### config.mk
export PLATFORM = sky130hd
export DESIGN_NAME = mst_mul
export DESIGN_NICKNAME = d
export VERILOG_FILES = /design/src/design/mst_mul.sv
export SDC_FILE = /design/constraint.sdc
export NUM_CORES = 1
export LEC_CHECK = 0
export BUFFER_PORTS_ARGS = -buffer_cell sky130_fd_sc_hd__buf_2
export CAP_MARGIN = 10
export CORE_ASPECT_RATIO = 1.4
export CORE_MARGIN = 5
export CORE_UTILIZATION = 40
export CTS_CLUSTER_DIAMETER = 150
export DETAILED_ROUTE_END_ITERATION = 8
export PLACE_DENSITY = 0.58
export SYNTH_ARGS = -nofsm -noshare
export SYNTH_HDL_FRONTEND = slang
export SYNTH_SLANG_ARGS = --single-unit
### constraint.sdc
create_clock -name clk_i -period 7.95 [get_ports clk_i]
set_input_delay 0 -clock clk_i [delete_from_list [all_inputs] [get_ports clk_i]]
set_output_delay 0 -clock clk_i [all_outputs]
set_load 0.02 [all_outputs]
### src/design/mst_mul.sv
// Registered signed multiplier shared by every product of the trainer.
// Depends on nothing beyond its operand widths.
`timescale 1ns / 1ps

module mst_mul (
  input  logic               clk_i,
  input  logic signed [29:0] a_i,
  input  logic signed [15:0] b_i,
  output logic signed [45:0] p_o
);

  logic signed [45:0] p_q;

  always_ff @(posedge clk_i) begin
    p_q <= 46'(a_i) * 46'(b_i);
  end

  assign p_o = p_q;

endmodule

Word level (Yosys, flattened, before mapping)
Cells that the tools add are included.

Bits in read-only memories: 0. Memories kept: 0. Word-level logic and storage cells: 2. Memory bits (writable): 0. Output and inout bits: 46. Bits in latches: 0. Input bits: 47. Flip-flop bits (word level): 46.

Shifts and indexed selects: 0. Eq/ne operators: 0. Order comparisons: 0. Div/mod/pow operators: 0. Add/subtract/negate cells: 0. Reduce and logical (&&, ||, !) cells: 0. Multiply operators: 1. Bitwise gates (word level): 0. Mux-type cells: 0.

Operator list (number): $mul A30 B16 Y46 (1).

Logic depth before layout (Yosys ltp)
Gate-level depths: netlist of run 1.

Depth after elaboration: 1. Mapped depth: 25. Depth with buffers taken out: 23.

Least setup slack after synthesis of run 1
No wires, ideal clock.

Path type: input to register. Start: in a_i[22]. End: reg p_q[44] (netlist: p_o[44]). Cell stages on the path: 22. Data required time: 7.832 ns. Setup slack: 2.298 ns. Library setup time: 0.118 ns. Buffers on the path: 2. Arrival: 5.534 ns. Cells stage by stage: clkbuf_1 > nand2_1 > fa_1 > fa_1 > fa_1 > inv_1 > fa_1 > fa_1 > inv_1 > fa_1 > inv_1 > ha_1 > clkbuf_1 > a21o_1 > a21o_1 > a21oi_1 > o21ai_0 > a221o_1 > a21oi_2 > nor4_1 > or4_1 > xor2_1.

Longest elaborated chain between the ends: 1.

RTL lines: start, declared (line 7) `input logic signed [29:0] a_i,`; $mul A30 B16 Y46 (line 15) `p_q <= 46'(a_i) * 46'(b_i);`; end signal, assigned (line 15); end, declared (line 12) `logic signed [45:0] p_q;`.

No other way between the ends.

Worst setup path after layout of run 1
Start: in b_i[1]. End: reg p_q[40] (netlist: p_o[40]).

Longest elaborated chain between the ends: 1.

RTL lines: start, declared (line 8) `input logic signed [15:0] b_i,`; $mul A30 B16 Y46 (line 15).

No other way between the ends.

==> results of run 1 <==
## Yosys cell counts, types with 3 or more instances
| cell | instances | area (µm²) |
|---|---|---|
| sky130_fd_sc_hd__o21a_1 | 4 | 30.0 |
| sky130_fd_sc_hd__a31oi_1 | 4 | 25.0 |
| sky130_fd_sc_hd__nor2_1 | 42 | 158 |
| sky130_fd_sc_hd__a211oi_1 | 5 | 37.5 |
| sky130_fd_sc_hd__dfxtp_1 | 46 | 921 |
| sky130_fd_sc_hd__nand2_1 | 281 | 1050 |
| sky130_fd_sc_hd__o211ai_1 | 3 | 22.5 |
| sky130_fd_sc_hd__clkbuf_1 | 85 | 319 |
| sky130_fd_sc_hd__a21o_1 | 23 | 173 |
| sky130_fd_sc_hd__nand4_1 | 7 | 43.8 |
| sky130_fd_sc_hd__o21ai_0 | 17 | 85.1 |
| sky130_fd_sc_hd__fa_1 | 458 | 9170 |
| sky130_fd_sc_hd__inv_1 | 524 | 1970 |
| sky130_fd_sc_hd__and3_1 | 3 | 18.8 |
| sky130_fd_sc_hd__xor2_1 | 15 | 131 |
| sky130_fd_sc_hd__o21bai_1 | 7 | 52.6 |
| sky130_fd_sc_hd__nor3_1 | 3 | 15.0 |
| sky130_fd_sc_hd__nor2b_1 | 6 | 37.5 |
| sky130_fd_sc_hd__ha_1 | 110 | 1380 |
| sky130_fd_sc_hd__a21oi_1 | 41 | 205 |
| sky130_fd_sc_hd__xnor2_1 | 32 | 280 |
| sky130_fd_sc_hd__nand2b_1 | 15 | 93.8 |
| sky130_fd_sc_hd__and2_1 | 195 | 1220 |
| sky130_fd_sc_hd__nand3_1 | 4 | 20.0 |
## kinds of logic (layout without fill, tap and decap cells)
family          Yosys count  count (layout)
fa+ha+maj               568             568
simple gates            564             564
buf+inv                 610             634
xor+xnor                 47              47
compound gates          126             126
flops                    46              46
## placed cells by master, fill, tap and decap left out, types with 3 or more instances in the layout
master	n
sky130_fd_sc_hd__a31oi_1	4
sky130_fd_sc_hd__nor2_1	42
sky130_fd_sc_hd__a211oi_1	5
sky130_fd_sc_hd__inv_1	524
sky130_fd_sc_hd__and2_1	195
sky130_fd_sc_hd__nand2_1	281
sky130_fd_sc_hd__ha_1	110
sky130_fd_sc_hd__nor3_1	3
sky130_fd_sc_hd__buf_2	92
sky130_fd_sc_hd__nand4_1	7
sky130_fd_sc_hd__o21ai_0	17
sky130_fd_sc_hd__dfxtp_1	46
sky130_fd_sc_hd__nand3_1	4
sky130_fd_sc_hd__o21bai_1	7
sky130_fd_sc_hd__a21o_1	23
sky130_fd_sc_hd__buf_4	9
sky130_fd_sc_hd__nor2b_1	6
sky130_fd_sc_hd__a21oi_1	41
sky130_fd_sc_hd__o21a_1	4
sky130_fd_sc_hd__fa_1	458
sky130_fd_sc_hd__clkbuf_16	5
sky130_fd_sc_hd__o211ai_1	3
sky130_fd_sc_hd__xor2_1	15
sky130_fd_sc_hd__and3_1	3
sky130_fd_sc_hd__xnor2_1	32
sky130_fd_sc_hd__nand2b_1	15
## final cells by class
| class | instances | area [µm²] | share of cell area |
|---|---|---|---|
| multi-input combinational | 1305 | 14500 | 0.772 |
| inverter | 525 | 1970 | 0.105 |
| sequential | 46 | 921 | 0.0489 |
| tap | 558 | 698 | 0.0371 |
| clock buffer | 5 | 125 | 0.00664 |
| clock inverter | 3 | 48.8 | 0.00259 |
| timing repair buffer | 101 | 528 | 0.0280 |
## how the worst min path moves through the flow
stage	from	to	slack [ns]	depth (start not counted)
finish	a_i[0]	p_o[0]	0.14	2
CTS	a_i[0]	p_o[0]	0.13	2
floorplan	a_i[0]	p_o[1]	0.25	2
global route	a_i[0]	p_o[0]	0.14	2
global placement	p_o[12]	p_o[12]	0.42	1
detailed placement	p_o[39]	p_o[39]	0.42	1
## metrics by stage
| stage | hold WS (ns) | util |
|---|---|---|
| after floorplan | 0.252 | - |
| after CTS | 0.126 | 0.429 |
| final | 0.136 | 0.429 |
| after global placement | 0.417 | 0.425 |
| after detailed placement | 0.416 | 0.425 |
| after global routing | 0.143 | 0.429 |
## per-layer routing
| layer | track usage | share of wire |
|---|---|---|
| met1 | 0.241 | 0.38 |
| met2 | 0.378 | 0.53 |
| met3 | 0.0219 | 0.042 |
| met4 | 0.0826 | 0.040 |
| met5 | 0 | 0 |
==> metrics, run 1 <==
status=completed; number of hold buffers added after cts=0; worst hold path type=in2reg; Peak Freq=149 MHz; async set or reset register ratio after synthesis=0; Top FF cell, synth=sky130_fd_sc_hd__dfxtp_1; estimated wirelength of the detail-placed design=38.7 mm; Via Count=12,670; main combinational cell family by area after synthesis=adder cells; summed negative setup slack over all endpoints=0 ns; Synth cell types=51; Filler Cell Count=4,409; post-CTS setup buffer count=0; minimum period implied by the final worst setup slack=6.73 ns; number of antenna violations at the first check in global routing=2; Boundary Pins=93; cell family contributing the most delay on the critical path=adder cells; Hold Violations, Final=0; fraction of the yosys area taken by sequential cells=0.0519; register bit total from synthesis=46; clock tree from TritonCTS=yes; syn avg cell area=9.05 µm²; total global routing track utilization=0.204; Syn Std Cell Area=17,800 µm²; worst endpoint data arrival time=6.96 ns; cells along the critical path=buf_2, nand2_1, fa_1, fa_1, fa_1, fa_1, inv_1, fa_1, fa_1, ha_1, nand2_1, o21bai_1, o21ba_2, a311oi_1, o21ai_1, a21oi_2, o21ai_0, a31oi_1, xnor2_1; global-route wire length before repair=78.1 mm; placer's final routability congestion estimate=0.837; worst-margin pin slew=1.00 ns; DR DRC count=0; most numerous cell on the critical path=sky130_fd_sc_hd__fa_1; maximum number of pins on one net before global-route repair=31; number of diodes added for antenna fixing=0; multiplexer area fraction after synthesis=0; setup slack at placement=0.938 ns; Wirelength per Cell=18.4 µm; Resized cells post-CTS=0; ANT nets after route=0; Post-Synthesis Cells=1,961; flip-flop count of the largest register, all copies and words added=46; worst endpoint required time=8.19 ns; total number of clock tree sinks=46; IO buf count=92; critical path capture point=p_o[40]; adder-cell area share of the yosys netlist=0.594; worst path setup slack after routing=1.22 ns; Worst setup SP type=input port; number of CTS-inserted buffers=5; endpoint type of the worst setup path=flip-flop; number of standard cells in the layout, taps in and fillers out=2,543; Site Rows=91; number of endpoints failing setup at the final stage=0; max-slew headroom at the worst pin=0.326; warning count from the yosys run=0; highest fanout seen on the critical path=30; CP Buf/Inv Count=2; placed cells=2,535; number of levels in the clock H-tree=2; Tcrit/Tclk final=0.846; horizontal die dimension=188 µm; total gr overflow=0; area added between synthesis and finish=6.09%; number of detailed-routing iterations run before antenna repair=5; worst-path cell with the longest stage delay=sky130_fd_sc_hd__a311oi_1; synthesized-area fraction occupied by xor and xnor cells=0.0232; area of the die=48,800 µm²; Die Span Y=259 µm; area of all placed cells without fillers=18,800 µm²; clk root buf=sky130_fd_sc_hd__clkbuf_16; clock input transition at the sequential cells of the worst setup and hold paths=0.08 ns; sum of routed wire length over all layers=46.8 mm; compound-gate portion of the synthesized area=0.0483; initial detailed-routing violation count=570; via-per-instance ratio=4.98; number of slew-limit violations in the final report=0; area of the core=43,900 µm²; number of enable-type register cells in the synthesized netlist=0; initial core utilization=0.404; vias in the first global route=14,619; delay of the slowest cell on the worst path=0.81 ns; nets in the synthesized netlist=2,576; synthesized-area fraction occupied by and/or/nand/nor cells=0.154; Levels on crit path=19; Final #Nets=2,599; post-detailed-placement cell area=18,700 µm²; type of the worst setup path=in2reg; RSZ-0062 raised after global routing=no; Max Root-Sink Buffers=2; Max-cap violations=0; layout cells sized above 1=0.0615; launching element of the worst setup path=b_i[1]
Power of run 1 is not shown: default switching activity piles up to over one toggle a cycle in this logic, so the estimate is an artifact.
==> run 2, diff against run 1 <==
- ABC_AREA: not set -> 1
- PLACE_DENSITY: 0.58 -> 0.6
- clock period: 7.95 -> 5.6 ns (I/O delays scaled with it)
==> run 2 against run 1 <==
Die area increased by 9.3%. First-iteration DRC count rose by 48%. Synthesized area is 9.7% higher. Critical path depth up 3. Hold slack improved by 0.021 ns. Critical path type unchanged. Core utilization is 0.80 points higher. Wire length grew 13%.
==> metrics, run 2 <==
status=completed; IO buf count=92; Hold Violations, Final=0; Tcrit/Tclk final=0.935; clock tree from TritonCTS=yes; post-synthesis cell type with the largest combined area=sky130_fd_sc_hd__fa_1; Final #Nets=3,289; type of the worst setup path=in2reg; number of hold buffers added after cts=0; RSZ-0062 raised after global routing=no; library cell with the highest instance count after synthesis=sky130_fd_sc_hd__inv_1; most frequent cells in the layout=861 x sky130_fd_sc_hd__inv_1, 770 x sky130_fd_sc_hd__nand2_1, 458 x sky130_fd_sc_hd__fa_1, 110 x sky130_fd_sc_hd__ha_1, 92 x sky130_fd_sc_hd__nor2_1; estimated wirelength of the detail-placed design=47.3 mm; initial detailed-routing violation count=846; number of CTS-inserted buffers=5; initial core utilization=0.405; via-per-instance ratio=4.69; worst endpoint required time=5.79 ns; number of antenna violations at the first check in global routing=4; horizontal die dimension=197 µm; Max-cap violations=0; Resized cells post-CTS=0; number of levels in the clock H-tree=2; most frequent cells after synthesis=861 x sky130_fd_sc_hd__inv_1, 770 x sky130_fd_sc_hd__nand2_1, 458 x sky130_fd_sc_hd__fa_1; delay of the slowest cell on the worst path=0.67 ns; flip-flop count of the largest register, all copies and words added=46; fraction of the yosys area taken by sequential cells=0.0473; Die Span Y=271 µm; area of the core=48,100 µm²; number of endpoints failing setup at the final stage=0; hold_sp=b_i[0]; maximum number of pins on one net before global-route repair=32; most numerous cell on the critical path=sky130_fd_sc_hd__fa_1; warning count from the yosys run=0; number of enable-type register cells in the synthesized netlist=0; Peak Freq=191 MHz; Post-Synthesis Cells=2,623; CP Buf/Inv Count=7; top cells by area in the synthesized netlist=sky130_fd_sc_hd__fa_1 47%, sky130_fd_sc_hd__inv_1 17%, sky130_fd_sc_hd__nand2_1 15%; total number of clock tree sinks=46; worst-margin pin slew=0.719 ns; Syn Std Cell Area=19,500 µm²; Worst setup SP type=input port; max-slew headroom at the worst pin=0.521; global-route wire length before repair=88.1 mm; post-CTS setup buffer count=0; area of the die=53,300 µm²; Synth cell types=29; Top FF cell, synth=sky130_fd_sc_hd__dfxtp_1; DR DRC count=0; Site Rows=95; cell family contributing the most delay on the critical path=adder cells; async set or reset register ratio after synthesis=0; area added between synthesis and finish=7.89%; total gr overflow=0; clk root buf=sky130_fd_sc_hd__clkbuf_16; worst-path cell with the longest stage delay=sky130_fd_sc_hd__fa_1; placer's final routability congestion estimate=0.940; number of detailed-routing iterations run before antenna repair=5; Storage cell area=921 µm²; vias in the first global route=17,223; Filler Cell Count=4,910; total global routing track utilization=0.207; footprint of the multi-input gates=14,900 µm²; summed negative setup slack over all endpoints=0 ns; nets in the synthesized netlist=3,238; register bit total from synthesis=46; syn avg cell area=7.43 µm²; Boundary Pins=93; most frequent standard cell in the layout excluding fill and tap cells=sky130_fd_sc_hd__inv_1; endpoint type of the worst setup path=flip-flop; Wirelength per Cell=16.0 µm; fraction of synthesized cell area taken by the top area cell type=0.471; worst endpoint data arrival time=5.42 ns; number of slew-limit violations in the final report=0; cells along the critical path=clkbuf_4, nand2_1, inv_1, fa_1, inv_1, fa_1, inv_1, fa_1, fa_1, fa_1, inv_1, fa_1, inv_1, ha_1, nand2_1, nor2_1, nand2_1, buf_4, nor3_2, nand3_1, nand4_1, nand2_1; Max Root-Sink Buffers=2; minimum period implied by the final worst setup slack=5.23 ns; worst-case hold slack=0.157 ns; launching element of the worst setup path=b_i[1]; clock input transition at the sequential cells of the worst setup and hold paths=0.07 ns; worst hold path type=in2reg; ANT nets after route=0; layout cells sized above 1=0.0740; Via Count=15,515; sum of routed wire length over all layers=53.0 mm; highest fanout seen on the critical path=13
[run 2: through the flow]
| step | instance area, µm² | setup slack [ns] | cells | utilization |
|---|---|---|---|---|
| after floorplan | 19500 | 0.498 | 2623 | - |
| after global placement | 20900 | 0.0343 | 3297 | 0.433 |
| after detailed placement | 20900 | 0.0261 | 3297 | 0.433 |
| after CTS | 21000 | 0.324 | 3305 | 0.436 |
| after global routing | 21000 | 0.0311 | 3308 | 0.437 |
| final | 21000 | 0.366 | 3308 | 0.437 |
[run 2: final timing paths]
path | end | depth (start not counted)
min | p_o[0] | 3
max | p_o[44] | 22
[run 2: cell type report]
| type | instances | share of cell area |
|---|---|---|
| antenna | 3 | 0.000357 |
| clock buffer | 5 | 0.00595 |
| clock inverter | 3 | 0.00113 |
| inverter | 862 | 0.154 |
| multi-input combinational | 1613 | 0.711 |
| sequential | 46 | 0.0438 |
| tap | 630 | 0.0375 |
| timing repair buffer | 146 | 0.0464 |
[run 2: layer usage]
metal	GRT usage	vias up	routed length (µm)	share of wire
li1	-	7285	-	-
met1	0.243	7758	20200	0.38
met2	0.397	351	29300	0.55
met3	0.0149	121	1560	0.029
met4	0.0665	0	1940	0.037
met5	0	-	0	0
[run 2: logic make-up after synthesis]
family,count (synthesis),share of synthesized area
AOI/OAI and AO/OA,59,0.0172
xor gates and xnor gates,24,0.0108
adders and majority gates,568,0.541
buffers and inverters,964,0.186
DFF,46,0.0473
and+or+nand+nor,962,0.198
Power of run 2 is left out for the same reason.
==> run 3, diff against run 2 <==
- ABC_AREA: 1 -> not set
==> run 3 against run 2 <==
Highest routed layer is now met5. Worst setup slack got worse by 0.33 ns. Global-route usage rose by 0.83 points. Sequential share of layout area is 0.15 points lower. Design area rose by 3.5%. Critical path depth increased by 2. First-iteration DRC count shrank 37%. Final cell count down 15%. Critical path type unchanged. Core utilization increased by 5.8 points. Die area decreased by 8.5%. Hold slack worse by 0.045 ns. Wire length decreased by 5.1%. Clock-buffer cell count unchanged.
==> metrics, run 3 (same netlist as run 1, synthesis figures left out) <==
clock tree from TritonCTS=yes; critical path capture point=p_o[44]; estimated wirelength of the detail-placed design=43.6 mm; most frequent cells in the layout=509 x sky130_fd_sc_hd__inv_1, 446 x sky130_fd_sc_hd__fa_1, 279 x sky130_fd_sc_hd__nand2_1, 256 x sky130_fd_sc_hd__buf_4, 183 x sky130_fd_sc_hd__and2_1; Max Root-Sink Buffers=2; vias in the first global route=16,113; Final #Nets=2,872; clock input transition at the sequential cells of the worst setup and hold paths=0.08 ns; number of hold buffers added after cts=0; worst endpoint data arrival time=5.78 ns; Site Rows=91; endpoint type of the worst setup path=flip-flop; worst-case hold slack=0.113 ns; area added between synthesis and finish=22.5%; clk root buf=sky130_fd_sc_hd__clkbuf_16; minimum period implied by the final worst setup slack=5.57 ns; utilization of the core after routing=0.495; maximum number of pins on one net before global-route repair=21; footprint of the multi-input gates=15,000 µm²; RSZ-0062 raised after global routing=yes; IO buf count=92; global-route wire length before repair=83.2 mm; Peak Freq=180 MHz; launching element of the worst setup path=b_i[4]; Worst setup SP type=input port; number of slew-limit violations in the final report=0; status=completed; layout cells sized above 1=0.217; Hold Violations, Final=0; highest fanout seen on the critical path=10; area of the die=48,800 µm²; initial detailed-routing violation count=533; Filler Cell Count=4,198; number of CTS-inserted buffers=5; worst-margin pin slew=0.480 ns; via-per-instance ratio=4.86; horizontal die dimension=188 µm; Storage cell area=921 µm²; total gr overflow=0; total global routing track utilization=0.216; most frequent standard cell in the layout excluding fill and tap cells=sky130_fd_sc_hd__inv_1; max-slew headroom at the worst pin=0.679; area of all placed cells without fillers=21,700 µm²; Wirelength per Cell=17.9 µm; number of detailed-routing iterations run before antenna repair=4; sum of routed wire length over all layers=50.4 mm; number of antenna violations at the first check in global routing=2; placer's final routability congestion estimate=0.911; Tcrit/Tclk final=0.994; post-detailed-placement cell area=20,600 µm²; flip-flop count of the largest register, all copies and words added=46; initial core utilization=0.404; Die Span Y=259 µm; total number of clock tree sinks=46; Max-cap violations=0; number of endpoints failing setup at the final stage=0; DR DRC count=0; area of the core=43,900 µm²; Via Count=13,687; ANT nets after route=0; number of levels in the clock H-tree=2; Boundary Pins=93; type of the worst setup path=in2reg; worst hold path type=in2reg; worst endpoint required time=5.82 ns
[run 3: layout make-up]
class | count | share of cell area
timing repair buffer | 374 | 0.136
antenna | 1 | 0.000115
clock buffer | 5 | 0.00575
inverter | 525 | 0.0906
sequential | 46 | 0.0423
clock inverter | 3 | 0.000863
tap | 558 | 0.0321
multi-input combinational | 1305 | 0.692
[run 3: what timing repair did]
| action | 4_1_cts | 5_1_grt |
|---|---|---|
| setup endpoints to repair | 20 | 17 |
| resized for setup | 92 | 107 |
| pin swaps | 53 | 75 |
| setup buffers | 7 | 14 |
| gates cloned | 0 | 2 |
[run 3: worst min path at each step]
stage | startpoint | endpoint | slack [ns] | depth (start not counted)
2_1_floorplan | a_i[0] | p_o[1] | 0.25 | 2
3_3_place_gp | p_o[6] | p_o[6] | 0.42 | 1
3_5_place_dp | p_o[35] | p_o[35] | 0.42 | 1
4_1_cts | b_i[0] | p_o[0] | 0.12 | 2
5_1_grt | b_i[0] | p_o[0] | 0.12 | 2
6_report | b_i[0] | p_o[0] | 0.11 | 2
[run 3: stage by stage]
stage	setup TNS [ns]	setup WS, ns	cells
2_1_floorplan	0	0.000381	1961
3_3_place_gp	-11.79	-0.765	2788
3_5_place_dp	-13.06	-0.835	2788
4_1_cts	-0.126	-0.0745	2803
5_1_grt	-0.764	-0.165	2817
6_report	0	0.0336	2817
[run 3: layer usage]
layer,wire length (µm),up-vias,track usage
met1,17800,7036,0.230
met4,2730,2,0.0953
met3,1740,126,0.0252
met5,13,-,0
met2,28100,323,0.422
li1,-,6200,-
[run 3: worst max-delay path, stage by stage]
cell                      delay, ns
sky130_fd_sc_hd__buf_12        0.12
sky130_fd_sc_hd__buf_8         0.13
sky130_fd_sc_hd__and2_4        0.13
sky130_fd_sc_hd__fa_1          0.53
sky130_fd_sc_hd__inv_1         0.05
sky130_fd_sc_hd__fa_1          0.48
sky130_fd_sc_hd__fa_1          0.54
sky130_fd_sc_hd__inv_2         0.06
sky130_fd_sc_hd__fa_1          0.49
sky130_fd_sc_hd__fa_1          0.51
sky130_fd_sc_hd__inv_1         0.05
sky130_fd_sc_hd__fa_1          0.49
sky130_fd_sc_hd__inv_2         0.05
sky130_fd_sc_hd__ha_4          0.22
sky130_fd_sc_hd__a21o_1        0.17
sky130_fd_sc_hd__a21o_1        0.17
sky130_fd_sc_hd__a21oi_2       0.17
sky130_fd_sc_hd__o21ai_1       0.10
sky130_fd_sc_hd__a221o_1       0.38
sky130_fd_sc_hd__a21oi_2       0.16
sky130_fd_sc_hd__buf_6         0.12
sky130_fd_sc_hd__nor4_2        0.06
sky130_fd_sc_hd__or4_4         0.44
sky130_fd_sc_hd__xor2_2        0.16
Power of run 3 is left out for the same reason.
